--- src/sv/swhc_pkg.sv ---
// Shared constants and controller/datapath interface types.
// No dependencies.
package swhc_pkg;

    localparam int WINDOW   = 300;
    localparam int STAMP_W  = 31;
    localparam int CNT_W    = 32;
    localparam int TOTAL_W  = 41;
    localparam int IDX_W    = $clog2(WINDOW);
    localparam int ENTRY_W  = STAMP_W + CNT_W;
    localparam int SUM_W    = (CNT_W + IDX_W > TOTAL_W) ? (CNT_W + IDX_W) : TOTAL_W;

    localparam int RECIP_SHIFT = STAMP_W + IDX_W;
    localparam int RECIP_W     = STAMP_W + 1;
    localparam int PROD_W      = STAMP_W + RECIP_W;
    localparam int QUOT_W      = PROD_W - RECIP_SHIFT;

    localparam logic [IDX_W-1:0]    IDX_LAST   = IDX_W'(WINDOW - 1);
    localparam logic signed [STAMP_W:0] WIN_DIFF = (STAMP_W + 1)'(WINDOW);
    localparam logic [STAMP_W-1:0]  WIN_STAMP  = STAMP_W'(WINDOW);
    localparam logic [RECIP_W-1:0]  RECIP      =
        RECIP_W'(((64'd1 << RECIP_SHIFT) + 64'(WINDOW) - 64'd1) / 64'(WINDOW));
    localparam logic [CNT_W-1:0]    CNT_MAX    = '1;
    localparam logic [SUM_W-1:0]    TOTAL_MAX  = SUM_W'({TOTAL_W{1'b1}});

    localparam logic ACT_HIT   = 1'b0;
    localparam logic ACT_QUERY = 1'b1;

    typedef struct packed {
        logic load;
        logic clr_wr;
        logic idx_inc;
        logic mod_step;
        logic hit_rd;
        logic hit_wr;
        logic scan_rd;
        logic out_load;
    } swhc_cmd_t;

    typedef struct packed {
        logic idx_last;
        logic mod_last;
        logic out_free;
    } swhc_sts_t;

endpackage

--- src/sv/swhc_ctrl.sv ---
// Controller for the hit counter: clearing pass, hit update and query scan.
// Depends on swhc_pkg.
module swhc_ctrl (
    input  logic                clk,
    input  logic                rst_n,
    input  logic                in_valid,
    input  logic                action,
    output logic                in_stall,
    input  swhc_pkg::swhc_sts_t sts,
    output swhc_pkg::swhc_cmd_t cmd
);

    localparam logic [2:0] ST_CLEAR  = 3'd0;
    localparam logic [2:0] ST_IDLE   = 3'd1;
    localparam logic [2:0] ST_MOD    = 3'd2;
    localparam logic [2:0] ST_HRD    = 3'd3;
    localparam logic [2:0] ST_HWR    = 3'd4;
    localparam logic [2:0] ST_QSCAN  = 3'd5;
    localparam logic [2:0] ST_QDRAIN = 3'd6;
    localparam logic [2:0] ST_QOUT   = 3'd7;

    logic [2:0] state_reg;
    logic [2:0] state_next;

    assign in_stall = (state_reg != ST_IDLE);

    always_comb
    begin
        state_next = state_reg;
        cmd        = '0;
        unique case (state_reg)
            ST_CLEAR:
            begin
                cmd.clr_wr  = 1'b1;
                cmd.idx_inc = !sts.idx_last;
                if (sts.idx_last)
                begin
                    state_next = ST_IDLE;
                end
            end
            ST_IDLE:
            begin
                if (in_valid)
                begin
                    cmd.load   = 1'b1;
                    state_next = (action == swhc_pkg::ACT_QUERY) ? ST_QSCAN : ST_MOD;
                end
            end
            ST_MOD:
            begin
                cmd.mod_step = 1'b1;
                if (sts.mod_last)
                begin
                    state_next = ST_HRD;
                end
            end
            ST_HRD:
            begin
                cmd.hit_rd = 1'b1;
                state_next = ST_HWR;
            end
            ST_HWR:
            begin
                cmd.hit_wr = 1'b1;
                state_next = ST_IDLE;
            end
            ST_QSCAN:
            begin
                cmd.scan_rd = 1'b1;
                cmd.idx_inc = !sts.idx_last;
                if (sts.idx_last)
                begin
                    state_next = ST_QDRAIN;
                end
            end
            ST_QDRAIN:
            begin
                state_next = ST_QOUT;
            end
            ST_QOUT:
            begin
                if (sts.out_free)
                begin
                    cmd.out_load = 1'b1;
                    state_next   = ST_IDLE;
                end
            end
            default:
            begin
                state_next = ST_CLEAR;
            end
        endcase
    end

    always_ff @(posedge clk or negedge rst_n)
    begin
        if (!rst_n)
        begin
            state_reg <= ST_CLEAR;
        end
        else
        begin
            state_reg <= state_next;
        end
    end

endmodule

--- config.mk ---
export PLATFORM = sky130hd
export DESIGN_NAME = swhc_ctrl
export DESIGN_NICKNAME = d
export VERILOG_FILES = /design/src/sv/swhc_pkg.sv /design/src/sv/swhc_ctrl.sv
export SDC_FILE = /design/constraint.sdc
export NUM_CORES = 1
export LEC_CHECK = 0
export BUFFER_PORTS_ARGS = -buffer_cell sky130_fd_sc_hd__buf_2
export CORE_AREA = 2 2 39 41
export CTS_CLUSTER_SIZE = 12
export DETAILED_ROUTE_END_ITERATION = 7
export DIE_AREA = 0 0 41 43
export PLACE_DENSITY_LB_ADDON = 0.08
export SLEW_MARGIN = 20
export SYNTH_ARGS = -nofsm -noshare
export SYNTH_HDL_FRONTEND = slang
export SYNTH_SLANG_ARGS = --single-unit
--- constraint.sdc ---
create_clock -name clk -period 1.56 [get_ports clk]
set_clock_uncertainty 0.1 [all_clocks]
set_input_delay 0.156 -clock clk [delete_from_list [all_inputs] [get_ports clk]]
set_output_delay 0.156 -clock clk [all_outputs]
set_load 0.05 [all_outputs]
==> results of run 1 <==
## worst register-to-register path, delay by kind of cell (launching register included)
family	cells	cell delay, ps
and+or+nand+nor	2	340
AOI/OAI and AO/OA	1	120
DFF	1	490
buffers and inverters	1	170
## layout make-up
class | instances | area, um^2 | share of cell area (%)
flip-flops and latches | 3 | 78.8 | 17.4
clock buffers | 4 | 26.3 | 5.79
well taps | 16 | 20.0 | 4.41
inverters | 3 | 11.3 | 2.48
repair buffers | 19 | 133 | 29.2
multi-input cells | 27 | 185 | 40.8
## worst max-delay path by stage
stage | from | endpoint | slack (ps) | depth (start not counted)
2_1_floorplan | state_reg[0] | cmd[2] | -330 | 2
3_3_place_gp | state_reg[2] | cmd[0] | 140 | 3
3_5_place_dp | state_reg[1] | cmd[0] | 130 | 3
4_1_cts | state_reg[0] | cmd[5] | 10 | 3
5_1_grt | state_reg[2] | cmd[0] | -50 | 3
6_report | state_reg[2] | cmd[0] | 40 | 3
## per-layer routing
metal | up-vias | share of wire, % | track usage (%)
met5 | - | 0 | 0
met4 | 0 | 0 | 8.00
met1 | 165 | 44 | 13.5
li1 | 171 | - | -
met3 | 0 | 6.4 | 3.14
met2 | 12 | 50 | 14.7
## synthesized netlist by cell type
| master | number |
|---|---|
| inv_2 | 2 |
| nand2_1 | 2 |
| xor2_1 | 1 |
| nand3_1 | 2 |
| nor2b_1 | 1 |
| o211ai_1 | 1 |
| o221ai_1 | 1 |
| and3_1 | 2 |
| buf_4 | 2 |
| buf_6 | 1 |
| and3b_2 | 1 |
| o21ai_0 | 1 |
| inv_1 | 1 |
| a221oi_2 | 1 |
| nor2_1 | 3 |
| and3b_1 | 1 |
| nor3_1 | 5 |
| o22ai_1 | 1 |
| nor3_2 | 1 |
| dfrtp_1 | 3 |
| nor3b_1 | 1 |
| and4bb_1 | 1 |
| o21ai_1 | 1 |
## timing repair
action | in CTS | in global routing
buffers inserted | 0 | 3
setup endpoints to repair | 7 | 7
hold buffers | 1 | 0
resized for setup | 5 | 10
hold endpoints to repair | 3 | 0
gates cloned | 0 | 0
## cells by family (layout without fill, tap and decap cells)
kind of cell / Yosys count / count (layout) / synth area share [%]
AND/OR/NAND/NOR: 20 / 20 / 41.8
XOR/XNOR: 1 / 1 / 3.02
buffers and inverters: 6 / 26 / 12.9
AO/OA/AOI/OAI: 6 / 6 / 16.4
flip-flops: 3 / 3 / 25.9
## power breakdown
group | switching, uW | internal [uW] | total (uW)
logic | 513 | 286 | 799
clock network | 40.0 | 95.8 | 136
registers | 112 | 124 | 236
total | 665 | 506 | 1170
## metrics by stage
stage / TNS [ps] / setup slack, ps / hold WS, ps / instances
after detailed placement: 0 / 130 / -148 / 64
after global routing: -46.4 / -46.4 / 107 / 72
final: 0 / 42.6 / 107 / 72
after CTS: 0 / 10.7 / 103 / 69
after global placement: 0 / 136 / -150 / 64
after floorplan: -1020 / -328 / -240 / 36
==> out/qor.yml, run 1 <==
fin_nets: 64
hold_viol_final: 0
r2r_slack_ps: 210
path_buf_inv: 2
cts-buffers-inserted: 3
gp_congestion: 0.719
worst_slew_pin_slew_ps: 241
layout_commonest_cell: "buf_2"
syn2layout_area_growth_pct: 56.5
die_x_um: 41
relSlewSlack_pct: 83.8
clock_sinks: 3
core_um2: 1380
r2r-end: "state_reg[0]"
arrival_ps: 1260
cpPeakStageDelay_ps: 460
vias_per_cell: 4.83
min_to: "state_reg[1]"
cts_max_level: 1
hold_class: "in2reg"
yosysWarnings: 0
grtUsageTotal_pct: 10.8
grt_pass1_wl_um: 1280
synth_cell_types: 23
peakVddDrop_mv: 0.843
reg2reg_from: "state_reg[0]"
die_y_um: 43
power_uw: 1170
hold_start: "action"
cp.required_ps: 1300
finalSetupViolCount: 0
floorplan.initialDensity_pct: 21.0
ys_seq_area_share_pct: 25.9
cp_slowest_cell: "dfrtp_2"
worstSetupPathType: "reg2out"
postLayoutCoreUtil_pct: 32.8
drc: 0
crit_chain: "inv_2, nor3_2, buf_6"
ios: 16
initialDrtViolationCount: 5
grt_pass1_vias: 315
routed_wl_um: 817
crit_path_max_fanout: 10
final_area_um2: 454
power_density_nw_per_um2: 2580
antennaDiodeCount: 0
clk-insertion-delay-late_ps: 230
grt_start_max_net_pins: 18
synth_area_leaders: "dfrtp_1 (26%), nor3_1 (8.6%), a221oi_2 (5.2%)"
filler_cell_count: 153
largest_reg_flops: 3
critical_path.top_delay_family: "flip-flops"
synth_top_cell_by_area: "dfrtp_1"
status: "finished clean"
start_kind: "flop"
synthCells: 36
hold_depth: 2
syn_area_per_cell_um2: 8.06
wl_per_cell_um: 11.3
leakage_uw: 0.000220
clk_pin_slew_ps: 30
die_area_um2: 1760
layout-drive-gt1-share_pct: 55.4
synth-seq-cells: 3
rr_worst_depth: 4
cap_violations: 0
vias: 348
mostFrequentLayoutCells: "buf_2 (8), clkbuf_4 (6), buf_4 (5), nor3_1 (4), dfrtp_2 (3)"
ant_nets: 0
post-route-period-util_pct: 97.3
syn_nets: 43
cts_root_buffer: "clkbuf_4"
grt_remaining_overflow: 0
drtPass1Iterations: 2
syn_area_um2: 290
cp-end-kind: "output port"
rows: 14
synth_top_area_share_pct: 25.9
fmax_ghz: 0.659
drv_slew: 0
dpl.hpwl_um: 572
clock_path_buffers: 2
portBuffers: 15
layout_min_cycle_time_ps: 1520
dpl_cell_area_um2: 364
antenna_found_initial: 0
cts_tree: "yes"
No activity file was read; power rests on OpenSTA's default activity.
==> run 2, diff against run 1 <==
ABC_CLOCK_PERIOD_IN_PS = 1560   (was unset)
CTS_BUF_LIST = sky130_fd_sc_hd__clkbuf_8   (was unset)
==> out/qor.yml, run 2 (synthesis gave the netlist of run 1 again) <==
status: "finished clean"
largest_reg_flops: 3  # unchanged
layout_min_cycle_time_ps: 1490  # -28.3 ps
drv_slew: 0  # unchanged
cts_tree: "yes"
filler_cell_count: 149  # -2.6%
portBuffers: 15  # unchanged
grt.busiest_layer: "met2"
initialDrtViolationCount: 5  # unchanged
clk_pin_slew_ps: 30  # about the same
fin_nets: 64  # unchanged
die_y_um: 43  # unchanged
syn2layout_area_growth_pct: 56.0
vias_per_cell: 4.78  # -1.1%
floorplan.initialDensity_pct: 21.0  # unchanged
ant_nets: 0  # unchanged
cp.required_ps: 1300  # about the same
dpl.hpwl_um: 572  # unchanged
grt_util_met2_pct: 14.7  # unchanged
multi_input_area_um2: 185  # unchanged
finalSetupViolCount: 0  # unchanged
arrival_ps: 1230  # -30 ps
drtPass1Iterations: 2  # unchanged
core_um2: 1380  # unchanged
clock_sinks: 3  # unchanged
fin_tns_setup_ps: 0  # unchanged
grt_remaining_overflow: 0  # unchanged
crit_chain: "inv_2, nor3_2, clkbuf_4"
cp_slowest_cell: "dfrtp_2"
worst_slew_pin_slew_ps: 227  # -14.2 ps
antenna_found_initial: 0  # unchanged
start_kind: "flop"
fmax_ghz: 0.672  # +1.9%
clk-insertion-delay-late_ps: 210  # -20 ps
seqCellArea_um2: 78.8  # unchanged
hold_viol_final: 0  # unchanged
mostFrequentLayoutCells: "buf_2 (12), nor3_1 (4), buf_4 (4), clkbuf_8 (3), dfrtp_2 (3)"
grt_start_max_net_pins: 18  # unchanged
routed_wl_um: 807  # -1.2%
wl_per_cell_um: 11.2  # -1.2%
cp-end-kind: "output port"
post-route-period-util_pct: 95.5  # -1.8 points
grt_pass1_wl_um: 1290  # +1.1%
cts_root_buffer: "clkbuf_8"
grt_pass1_vias: 314  # -0.32%
die_x_um: 41  # unchanged
grtUsageTotal_pct: 10.9  # +0.10 points
dpl_cell_area_um2: 364  # unchanged
clock_path_buffers: 2  # unchanged
antennaDiodeCount: 0  # unchanged
final_area_um2: 453  # -0.28%
peakVddDrop_mv: 0.829  # -1.7%
leakage_uw: 0.000230  # +4.7%
hold_class: "in2reg"
vias: 344  # -1.1%
cts-buffers-inserted: 3  # unchanged
crit_path_max_fanout: 7  # -3
use_met1_pct: 13.9  # +0.32 points
cpPeakStageDelay_ps: 440  # -20 ps
worstSetupPathType: "reg2out"
layout_commonest_cell: "buf_2"
ios: 16  # unchanged
cts_max_level: 1  # unchanged
drc: 0  # unchanged
grt.met3_usage_pct: 3.14  # unchanged
cap_violations: 0  # unchanged
die_area_um2: 1760  # unchanged
layout-drive-gt1-share_pct: 55.4  # unchanged
rows: 14  # unchanged
relSlewSlack_pct: 84.7  # +0.95 points
postLayoutCoreUtil_pct: 32.7  # -0.090 points
gp_congestion: 0.719  # unchanged
power_density_nw_per_um2: 2690  # +4.2%
==> run 2: cell count changes in the layout (fill, tap and decap cells not counted) <==
cell,previous run,this run
clkbuf_1,1,0
buf_6,2,0
buf_4,5,4
inv_1,1,2
clkbuf_2,0,1
buf_2,8,12
clkbuf_4,6,1
clkbuf_8,0,3
==> run 2: layout make-up <==
| class | instances | area share, % |
|---|---|---|
| Inverter | 3 | 2.49 |
| Sequential cell | 3 | 17.4 |
| Clock inverter | 1 | 0.829 |
| Multi-Input combinational cell | 27 | 40.9 |
| Tap cell | 16 | 4.42 |
| Clock buffer | 3 | 9.12 |
| Timing Repair Buffer | 19 | 24.9 |
==> run 2: per-stage QoR <==
step	setup WS [ps]	std cells	hold WS (ps)	power, uW
6_report	70.8	72	121	1220
3_3_place_gp	136	64	-150	924
4_1_cts	6.85	69	126	1170
3_5_place_dp	130	64	-148	927
5_1_grt	-3.84	72	132	1310
2_1_floorplan	-328	36	-240	831
==> run 2: layer usage <==
metal | routed length (um) | vias to the layer above
li1 | - | 172
met1 | 373 | 162
met2 | 379 | 10
met3 | 54 | 0
met4 | 0 | 0
met5 | 0 | -
==> run 2: worst paths after layout <==
path                               from           end  slack [ps]  cells past startpoint
min                              action  state_reg[1]         120                      2
min reg2reg                state_reg[0]  state_reg[1]         590                      1
min in group asynchronous         rst_n  state_reg[0]         160                      2
max reg2reg                state_reg[0]  state_reg[0]         210                      4
max                        state_reg[2]        cmd[0]          70                      3
max in group asynchronous         rst_n  state_reg[2]        1080                      2
==> run 2: critical path: cells and delay by family (launching register included) <==
family                 cells  cell delay (ps)
buffers and inverters      2              360
flip-flops                 1              440
AND/OR/NAND/NOR            1              220
==> run 2: where the power goes <==
part	switching, uW	leakage, uW	internal [uW]
clock network	49.1	0.0000269	167
registers	106	0.0000329	124
logic	515	0.000170	256
==> run 2: timing repair <==
action                                  CTS  global route
setup buffers                             0             3
endpoints found under the setup margin    6             6
hold buffers                              1             0
hold endpoints to repair                  3             0
resized for setup                         4             4
pin swaps                                 0             0
